==> config.mk <==
export PLATFORM = sky130hd
export DESIGN_NAME = udp_port_demux_table_flat
export DESIGN_NICKNAME = d
export VERILOG_FILES = /design/src/rtl/udpdmx_pkg.sv /design/src/rtl/udpdmx_in_if.sv /design/src/rtl/udpdmx_out_if.sv /design/src/rtl/udp_port_demux_table.sv /design/src/flat_wrapper.sv
export SDC_FILE = /design/constraint.sdc
export NUM_CORES = 1
export LEC_CHECK = 0
export BUFFER_PORTS_ARGS = -buffer_cell sky130_fd_sc_hd__buf_2
export CAP_MARGIN = 0
export CORE_UTILIZATION = 59
export DETAILED_ROUTE_END_ITERATION = 7
export HOLD_SLACK_MARGIN = 0.03
export PLACE_DENSITY = 0.89
export SYNTH_ARGS = -nofsm -noshare
export SYNTH_HDL_FRONTEND = slang
export SYNTH_SLANG_ARGS = --single-unit
==> constraint.sdc <==
create_clock -name clk_i -period 7.1 [get_ports clk_i]
set_input_delay 0.71 -clock clk_i [delete_from_list [all_inputs] [get_ports clk_i]]
set_output_delay 0.71 -clock clk_i [all_outputs]
set_load 0.01 [all_outputs]
==> src/rtl/udpdmx_pkg.sv <==
`default_nettype none
// ----------------------------------------------------------------------------
// UDP port demux package
// Types, sizes and codes shared by the UDP port demux table and its channels.
// ----------------------------------------------------------------------------
package udpdmx_pkg;

  localparam int unsigned SLOTS    = 16;
  localparam int unsigned TAG_BITS = 8;
  localparam int unsigned IDX_W    = (SLOTS > 1) ? $clog2(SLOTS) : 1;
  localparam int unsigned CNT_W    = $clog2(SLOTS + 1);

  localparam logic [15:0] UDP_HEADER_BYTES = 16'd8;
  localparam logic [7:0]  PROTO_UDP        = 8'd17;

  typedef enum logic [1:0] {
    MODE_BIND   = 2'd0,
    MODE_UNBIND = 2'd1,
    MODE_RECV   = 2'd2
  } mode_e;

  typedef enum logic [2:0] {
    STAT_DONE      = 3'd0,
    STAT_REJECTED  = 3'd1,
    STAT_DELIVERED = 3'd2,
    STAT_MALFORMED = 3'd3,
    STAT_UNREACH   = 3'd4,
    STAT_DROPPED   = 3'd5
  } status_e;

  typedef enum logic [1:0] {
    S_IDLE,
    S_SCAN,
    S_FINISH
  } fsm_e;

  typedef struct packed {
    mode_e       mode;
    logic [15:0] port;
    logic [7:0]  owner_tag;
    logic [15:0] source_port;
    logic [15:0] udp_length;
    logic [15:0] packet_length;
    logic [7:0]  ip_protocol;
    logic [31:0] source_address;
  } in_item_t;

  typedef struct packed {
    status_e     status;
    logic [3:0]  slot_index;
    logic [7:0]  matched_owner;
    logic [15:0] peer_port;
    logic [31:0] peer_address;
    logic [15:0] payload_length;
    logic [4:0]  bound_total;
    logic [31:0] error_total;
    logic [31:0] drop_total;
  } out_item_t;

endpackage
`default_nettype wire

==> src/rtl/udpdmx_in_if.sv <==
`default_nettype none
// ----------------------------------------------------------------------------
// UDP port demux input channel
// Valid/ready channel that carries one bind, unbind or receive item.
// ----------------------------------------------------------------------------
interface udpdmx_in_if
  import udpdmx_pkg::*;
();

  logic     valid;
  logic     ready;
  in_item_t data;

  modport source (output valid, output data, input ready);
  modport sink   (input valid, input data, output ready);

endinterface
`default_nettype wire

==> src/rtl/udpdmx_out_if.sv <==
`default_nettype none
// ----------------------------------------------------------------------------
// UDP port demux result channel
// Valid/ready channel that carries one result per input item.
// ----------------------------------------------------------------------------
interface udpdmx_out_if
  import udpdmx_pkg::*;
();

  logic      valid;
  logic      ready;
  out_item_t data;

  modport source (output valid, output data, input ready);
  modport sink   (input valid, input data, output ready);

endinterface
`default_nettype wire

==> src/rtl/udp_port_demux_table.sv <==
`default_nettype none
// ----------------------------------------------------------------------------
// UDP port demux table
// Table of listening UDP ports with bind, unbind and receive lookup.
// ----------------------------------------------------------------------------
// Channel    Direction  Handshake    Contents
// item_i     in         valid/ready  mode, port, tag and packet header fields
// result_o   out        valid/ready  status, slot, delivery data and totals
// cfg        in         write enable unreachable_enable
//
// An item is handled in steps: the port table is scanned one slot per cycle
// through a single port comparator, then a finish step settles the result.
// The result sits in an output register, so the next transaction is taken
// while it waits. A stalled output holds the block in its final step.
// Reset clears the table's used bits, the counters and the control state.
// ----------------------------------------------------------------------------
module udp_port_demux_table
  import udpdmx_pkg::*;
(
  input  wire logic      clk_i,
  input  wire logic      rst_ni,
  udpdmx_in_if.sink      item_i,
  udpdmx_out_if.source   result_o,
  input  wire logic      cfg_we_i,
  input  wire logic      cfg_wdata_i
);

  fsm_e                state_q, state_d;
  logic [IDX_W-1:0]    idx_q;
  in_item_t            item_q;
  logic                hit_q, free_q;
  logic [IDX_W-1:0]    hit_idx_q, free_idx_q;
  logic [TAG_BITS-1:0] hit_owner_q;
  logic [SLOTS-1:0]    used_q;
  logic [15:0]         port_mem_q  [SLOTS];
  logic [TAG_BITS-1:0] owner_mem_q [SLOTS];
  logic [CNT_W-1:0]    used_count_q, used_count_d;
  logic [31:0]         err_q, err_d, drop_q, drop_d;
  logic                unreach_en_q;
  logic                out_valid_q;
  out_item_t           out_data_q;

  logic      in_ready, in_fire, fin_fire, scan_last;
  logic      cur_used, cur_hit;
  logic      malformed, do_bind, do_unbind;
  out_item_t res;

  assign in_fire   = item_i.valid && in_ready;
  assign scan_last = (idx_q == IDX_W'(SLOTS - 1));
  assign cur_used  = used_q[idx_q];
  assign cur_hit   = cur_used && (port_mem_q[idx_q] == item_q.port);

  always_comb begin
    state_d  = state_q;
    in_ready = 1'b0;
    fin_fire = 1'b0;
    case (state_q)
      S_IDLE: begin
        in_ready = 1'b1;
        if (item_i.valid) begin
          state_d = S_SCAN;
        end
      end
      S_SCAN: begin
        if (scan_last) begin
          state_d = S_FINISH;
        end
      end
      S_FINISH: begin
        if (!out_valid_q || result_o.ready) begin
          fin_fire = 1'b1;
          state_d  = S_IDLE;
        end
      end
      default: begin
        state_d = S_IDLE;
      end
    endcase
  end

  always_comb begin
    malformed = (item_q.packet_length < UDP_HEADER_BYTES) ||
                (item_q.ip_protocol != PROTO_UDP) ||
                (item_q.udp_length < UDP_HEADER_BYTES) ||
                (item_q.udp_length > item_q.packet_length);
    do_bind      = 1'b0;
    do_unbind    = 1'b0;
    used_count_d = used_count_q;
    err_d        = err_q;
    drop_d       = drop_q;
    res          = '0;
    res.status   = STAT_REJECTED;
    case (item_q.mode)
      MODE_BIND: begin
        if ((item_q.port != 16'd0) && !hit_q && free_q) begin
          do_bind        = 1'b1;
          used_count_d   = used_count_q + CNT_W'(1);
          res.status     = STAT_DONE;
          res.slot_index = 4'(free_idx_q);
        end
      end
      MODE_UNBIND: begin
        if ((item_q.port != 16'd0) && hit_q) begin
          do_unbind      = 1'b1;
          if (used_count_q != '0) begin
            used_count_d = used_count_q - CNT_W'(1);
          end
          res.status     = STAT_DONE;
          res.slot_index = 4'(hit_idx_q);
        end
      end
      MODE_RECV: begin
        if (malformed) begin
          res.status = STAT_MALFORMED;
          err_d      = (err_q == '1) ? err_q : err_q + 32'd1;
        end else if (hit_q) begin
          res.status         = STAT_DELIVERED;
          res.slot_index     = 4'(hit_idx_q);
          res.matched_owner  = 8'(hit_owner_q);
          res.peer_port      = item_q.source_port;
          res.peer_address   = item_q.source_address;
          res.payload_length = item_q.packet_length - UDP_HEADER_BYTES;
        end else if (unreach_en_q) begin
          res.status = STAT_UNREACH;
        end else begin
          res.status = STAT_DROPPED;
          drop_d     = (drop_q == '1) ? drop_q : drop_q + 32'd1;
        end
      end
      default: begin
        res.status = STAT_REJECTED;
      end
    endcase
    res.bound_total = 5'(used_count_d);
    res.error_total = err_d;
    res.drop_total  = drop_d;
  end

  always_ff @(posedge clk_i or negedge rst_ni) begin
    if (!rst_ni) begin
      state_q      <= S_IDLE;
      idx_q        <= '0;
      hit_q        <= 1'b0;
      free_q       <= 1'b0;
      used_q       <= '0;
      used_count_q <= '0;
      err_q        <= '0;
      drop_q       <= '0;
      unreach_en_q <= 1'b1;
      out_valid_q  <= 1'b0;
    end else begin
      state_q <= state_d;
      if (cfg_we_i) begin
        unreach_en_q <= cfg_wdata_i;
      end
      if (in_fire) begin
        idx_q  <= '0;
        hit_q  <= 1'b0;
        free_q <= 1'b0;
      end else if (state_q == S_SCAN) begin
        idx_q <= idx_q + IDX_W'(1);
        if (cur_hit) begin
          hit_q <= 1'b1;
        end
        if (!cur_used) begin
          free_q <= 1'b1;
        end
      end
      if (fin_fire) begin
        used_count_q <= used_count_d;
        err_q        <= err_d;
        drop_q       <= drop_d;
        out_valid_q  <= 1'b1;
        if (do_bind) begin
          used_q[free_idx_q] <= 1'b1;
        end
        if (do_unbind) begin
          used_q[hit_idx_q] <= 1'b0;
        end
      end else if (result_o.ready) begin
        out_valid_q <= 1'b0;
      end
    end
  end

  always_ff @(posedge clk_i) begin
    if (in_fire) begin
      item_q <= item_i.data;
    end
    if ((state_q == S_SCAN) && cur_hit && !hit_q) begin
      hit_idx_q   <= idx_q;
      hit_owner_q <= owner_mem_q[idx_q];
    end
    if ((state_q == S_SCAN) && !cur_used && !free_q) begin
      free_idx_q <= idx_q;
    end
    if (fin_fire) begin
      out_data_q <= res;
      if (do_bind) begin
        port_mem_q[free_idx_q]  <= item_q.port;
        owner_mem_q[free_idx_q] <= TAG_BITS'(item_q.owner_tag);
      end
    end
  end

  assign item_i.ready   = in_ready;
  assign result_o.valid = out_valid_q;
  assign result_o.data  = out_data_q;

`ifndef SYNTHESIS
  a_count_matches_used: assert property (@(posedge clk_i) disable iff (!rst_ni)
    used_count_q == CNT_W'($countones(used_q)))
    else $error("Bound slot count disagrees with the used bits.");

  a_accept_starts_scan: assert property (@(posedge clk_i) disable iff (!rst_ni)
    (item_i.valid && item_i.ready) |=> (state_q == S_SCAN && idx_q == '0))
    else $error("An accepted transaction did not start a scan at slot zero.");

  a_finish_loads_result: assert property (@(posedge clk_i) disable iff (!rst_ni)
    fin_fire |=> (out_valid_q && state_q == S_IDLE))
    else $error("A finished item did not load the result register.");
`endif

endmodule
`default_nettype wire
==> src/flat_wrapper.sv <==
// flat-port wrapper written by rule: the top's interface ports become plain ports
module udp_port_demux_table_flat import udpdmx_pkg::*;
  (clk_i, rst_ni, cfg_we_i, cfg_wdata_i, item_i_valid, item_i_data, item_i_ready, result_o_valid, result_o_data, result_o_ready);
  udpdmx_in_if item_i_i ();
  udpdmx_out_if result_o_i ();
  input  wire logic clk_i;
  input  wire logic rst_ni;
  input  wire logic cfg_we_i;
  input  wire logic cfg_wdata_i;
  input wire logic [$bits(item_i_i.valid)-1:0] item_i_valid;
  input wire logic [$bits(item_i_i.data)-1:0] item_i_data;
  output wire logic [$bits(item_i_i.ready)-1:0] item_i_ready;
  output wire logic [$bits(result_o_i.valid)-1:0] result_o_valid;
  output wire logic [$bits(result_o_i.data)-1:0] result_o_data;
  input wire logic [$bits(result_o_i.ready)-1:0] result_o_ready;
  assign item_i_i.valid = item_i_valid;
  assign item_i_i.data = item_i_data;
  assign item_i_ready = item_i_i.ready;
  assign result_o_valid = result_o_i.valid;
  assign result_o_data = result_o_i.data;
  assign result_o_i.ready = result_o_ready;
  udp_port_demux_table u_core (.clk_i(clk_i), .rst_ni(rst_ni), .item_i(item_i_i), .result_o(result_o_i), .cfg_we_i(cfg_we_i), .cfg_wdata_i(cfg_wdata_i));
endmodule
==> summary.md <==
| Metric | Value |
|---|---|
| Cell variety after synth | 64 |
| Detail Route Antenna Nets | 0 |
| Core ar. | 50,400 um^2 |
| CTS Hold Buffers Added | 1 |
| Die Wd | 228 um |
| Pwr/cell area | 309 nW/um^2 |
| Top cells by count, synth | edfxtp_1 (662), nor2_1 (134), nand2_1 (95), dfrtp_1 (94), xor2_1 (92) |
| Endpoints failing hold | 0 |
| Worst hold start | item_i_data[21] |
| Synthesized area | slightly above 30,000 um^2 |
| Via count | 17,270 |
| Worst r2r src | u_core.idx_q[2]$_DFFE_PN0P_ |
| Finished Layout Cells | 2,812 |
| Layout Nets | 2,222 |
| Clock sinks | 757 |
| Cells after Synth | roughly 1,800 |
| Count leader, synth | edfxtp_1 |
| # setup viols final | 0 |
| Clock buffer depth | 3 |
| Hold path depth | 1 |
| Number of CTS-inserted buffers | 75 |
| DRT Pass-1 Iters | 6 |
| Number of global-route vias before repair | 17,384 |
| Slew @ Worst Pin | roughly 1100 ps |
| Synth Area per Inst | 17.1 um^2 |
| Final core occ | 0.690 |
| Worst Path Buf+Inv | 1 |
| Post_cts resized | 0 |
| Overflow after GRT | 0 |
| Initial antenna violation count | 2 |
| Final HPWL DP | 40.3 mm |
| Die area | 52,100 um^2 |
| FF-to-FF path depth | 9 |
| RSZ-0062 raised after global routing | no |
| Critical Path Sink Type | flop |
| Final setup TNS | 0 ps |
| Cell row count | 82 |
| # fillers | 2,971 |
| Slew Limit Fails | 0 |
| Primary FF master, synth | edfxtp_1 |
| Crit path top cell by count | mux2i_1 |
| Hold EP | u_core.item_q[21]$_DFFE_PP_ |
| Post-synth EDFFs | between 600 and 700 |
| Synth-to-layout area growth | 15.1% |
| Share of the yosys chip area belonging to registers | 0.737 |
| Setup CP Type | reg2reg |
| Hold Path Class | in2reg |
| CP max stage cell | dfrtp_4 |
| Post-Place Cells | roughly 2,700 |
| Clk root buf | clkbuf_16 |
| Critical path peak fanout | 52 |
| FMAX | 228 MHz |
| Crit path arrival time | around 4600 ps |
| Slew Limit Headroom | 0.233 |
| Post-CTS Setup Bufs | 0 |
| Worst-path clk slew | about 60 ps |
| IO buf count | ~270 |
| R2r endpoint | u_core.hit_owner_q[0]$_DFFE_PP_ |
| Pleak | 13.0 nW |
| H-tree depth | 3 |
| WL per Instance | 24.5 um |
| Worst Skew | 23.4 ps |
| Crit-path leading delay family | simple AND/OR/NAND/NOR gates |
| Ratio of cells with drive above 1 in the final layout | 0.258 |
| Via/cell ratio | 6.14 |
| CP Launch Type | flop |
| Max Cap Viol | 0 |
| Ys Warns | 0 |
| Req. time, crit path | 7320 ps |
| Initial Utilization | 0.600 |
| Crit-path max cell delay | between 900 and 1000 ps |
| Global-route wire length before repair | 103 mm |
| Status | finished, final reports clean |
| Max VDD drop | 0.243 mV |
| Drt initial violations | 2,042 |
| Tmin final | between 4000 and 5000 ps |
| Worst-Skew Late Latency | 620 ps |
| CTS tree | yes |
| # DRC | 0 |
| Hold Slack | 267 ps |
| All-Layer GR Usage | 0.265 |
| Crit path cell chain | buf_4 > mux4_2 > mux2i_1 > mux2i_1 > nand2_1 > a211oi_1 > and4_1 > nand4_1 > nor2_1 |
| Ports | 270 |
| FF+latch count, synth | 757 |
| Post-synth ARST share | 0.125 |
| Routed WL | 68.9 mm |
| Top cell type's share of synthesized area | 0.658 |
| Die height | 228 um |
| Area leader, netlist | edfxtp_1 |
| Syn nets | 1,912 |
| R2r setup slk | 2710 ps |
| Final cycle utilization of the critical path | 0.618 |
| Routability cong. | 0.925 |
| Largest net degree at the start of global routing | roughly 110 |
| Ranking of synthesized cells by area | edfxtp_1 (66%), dfrtp_1 (7.8%), mux4_2 (6.6%) |
[worst register-to-register path: stages, from the launching register on]
cell	delay [ps]
dfrtp_4	940
buf_4	690
mux4_2	370
mux2i_1	80
mux2i_1	370
nand2_1	90
a211oi_1	280
and4_1	250
nand4_1	140
nor2_1	800
[flip-flops by register name (all words and copies together), names as in the netlist, 4 cells and up]
| name | count |
|---|---|
| u_core.owner_mem_q | 128 |
| u_core.err_q | 32 |
| u_core.item_q | 114 |
| u_core.used_q | 16 |
| u_core.hit_idx_q | 4 |
| u_core.port_mem_q | 256 |
| u_core.hit_owner_q | 8 |
| u_core.idx_q | 4 |
| u_core.drop_q | 32 |
| u_core.free_idx_q | 4 |
| u_core.used_count_q | 5 |
| u_core.result_o.data | 148 |
[cells in the final DEF, fill, tap and decap left out, types with 42 or more instances in the layout]
| cell | instances |
|---|---|
| mux2i_1 | 45 |
| nand3_1 | 42 |
| nand2_1 | 95 |
| xnor2_1 | 73 |
| xor2_1 | 92 |
| buf_2 | 268 |
| nor2_1 | 122 |
| and2_1 | 61 |
| dfrtp_1 | 91 |
| mux4_2 | 89 |
| edfxtp_1 | 662 |
| clkbuf_16 | 76 |
[cells by family after synthesis]
logic type,share of synthesized area
muxes,0.0906
and+or+nand+nor,0.0762
buffers and inverters,0.0133
AOI/OAI and AO/OA,0.0262
DFF,0.737
adders and majority gates,0.00911
xor gates and xnor gates,0.0478
[through the flow]
| stage | total power, mW | worst slack [ps] | instance area (um^2) |
|---|---|---|---|
| 6_report | 10.8 | 2710 | 34800 |
| 5_1_grt | 11.1 | 2550 | 34800 |
| 4_1_cts | 10.8 | 2760 | 34800 |
| 3_5_place_dp | 6.99 | 2860 | 32400 |
| 3_3_place_gp | 6.92 | 2940 | 32400 |
| 2_1_floorplan | 6.55 | 614 | 30200 |
[worst max-delay path by stage]
stage | startpoint | to | slack (ps) | cells past startpoint
floorplan | result_o_ready | u_core.used_q[13]$_DFFE_PN0P_ | 610 | 6
global placement | u_core.idx_q[1]$_DFFE_PN0P_ | u_core.hit_owner_q[3]$_DFFE_PP_ | 2940 | 8
detailed placement | u_core.idx_q[1]$_DFFE_PN0P_ | u_core.hit_owner_q[3]$_DFFE_PP_ | 2860 | 8
CTS | u_core.idx_q[1]$_DFFE_PN0P_ | u_core.hit_owner_q[0]$_DFFE_PP_ | 2760 | 8
global route | u_core.idx_q[1]$_DFFE_PN0P_ | u_core.hit_owner_q[6]$_DFFE_PP_ | 2550 | 8
finish | u_core.idx_q[2]$_DFFE_PN0P_ | u_core.hit_owner_q[0]$_DFFE_PP_ | 2710 | 9
[routing by layer]
layer  track usage  wire length [um]
met5             0                 0
met1         0.346             25000
met3        0.0485              6620
met2         0.445             34600
met4         0.105              2680
[power breakdown]
group,internal (mW),switching (mW)
Clock,2.18,1.63
Sequential,4.98,0.310
Combinational,0.846,0.818
[cell type report]
class                      count  area (um^2)  share of cell area
clock buffer                  93         2040              0.0585
tap                          672          841              0.0242
multi-input combinational    917         7600               0.219
timing repair buffer         300         1580              0.0456
inverter                      29          116             0.00335
clock inverter                42          324             0.00932
antenna                        2         5.00            0.000144
sequential                   757        22300               0.640
No activity file was read; power rests on OpenSTA's default activity.
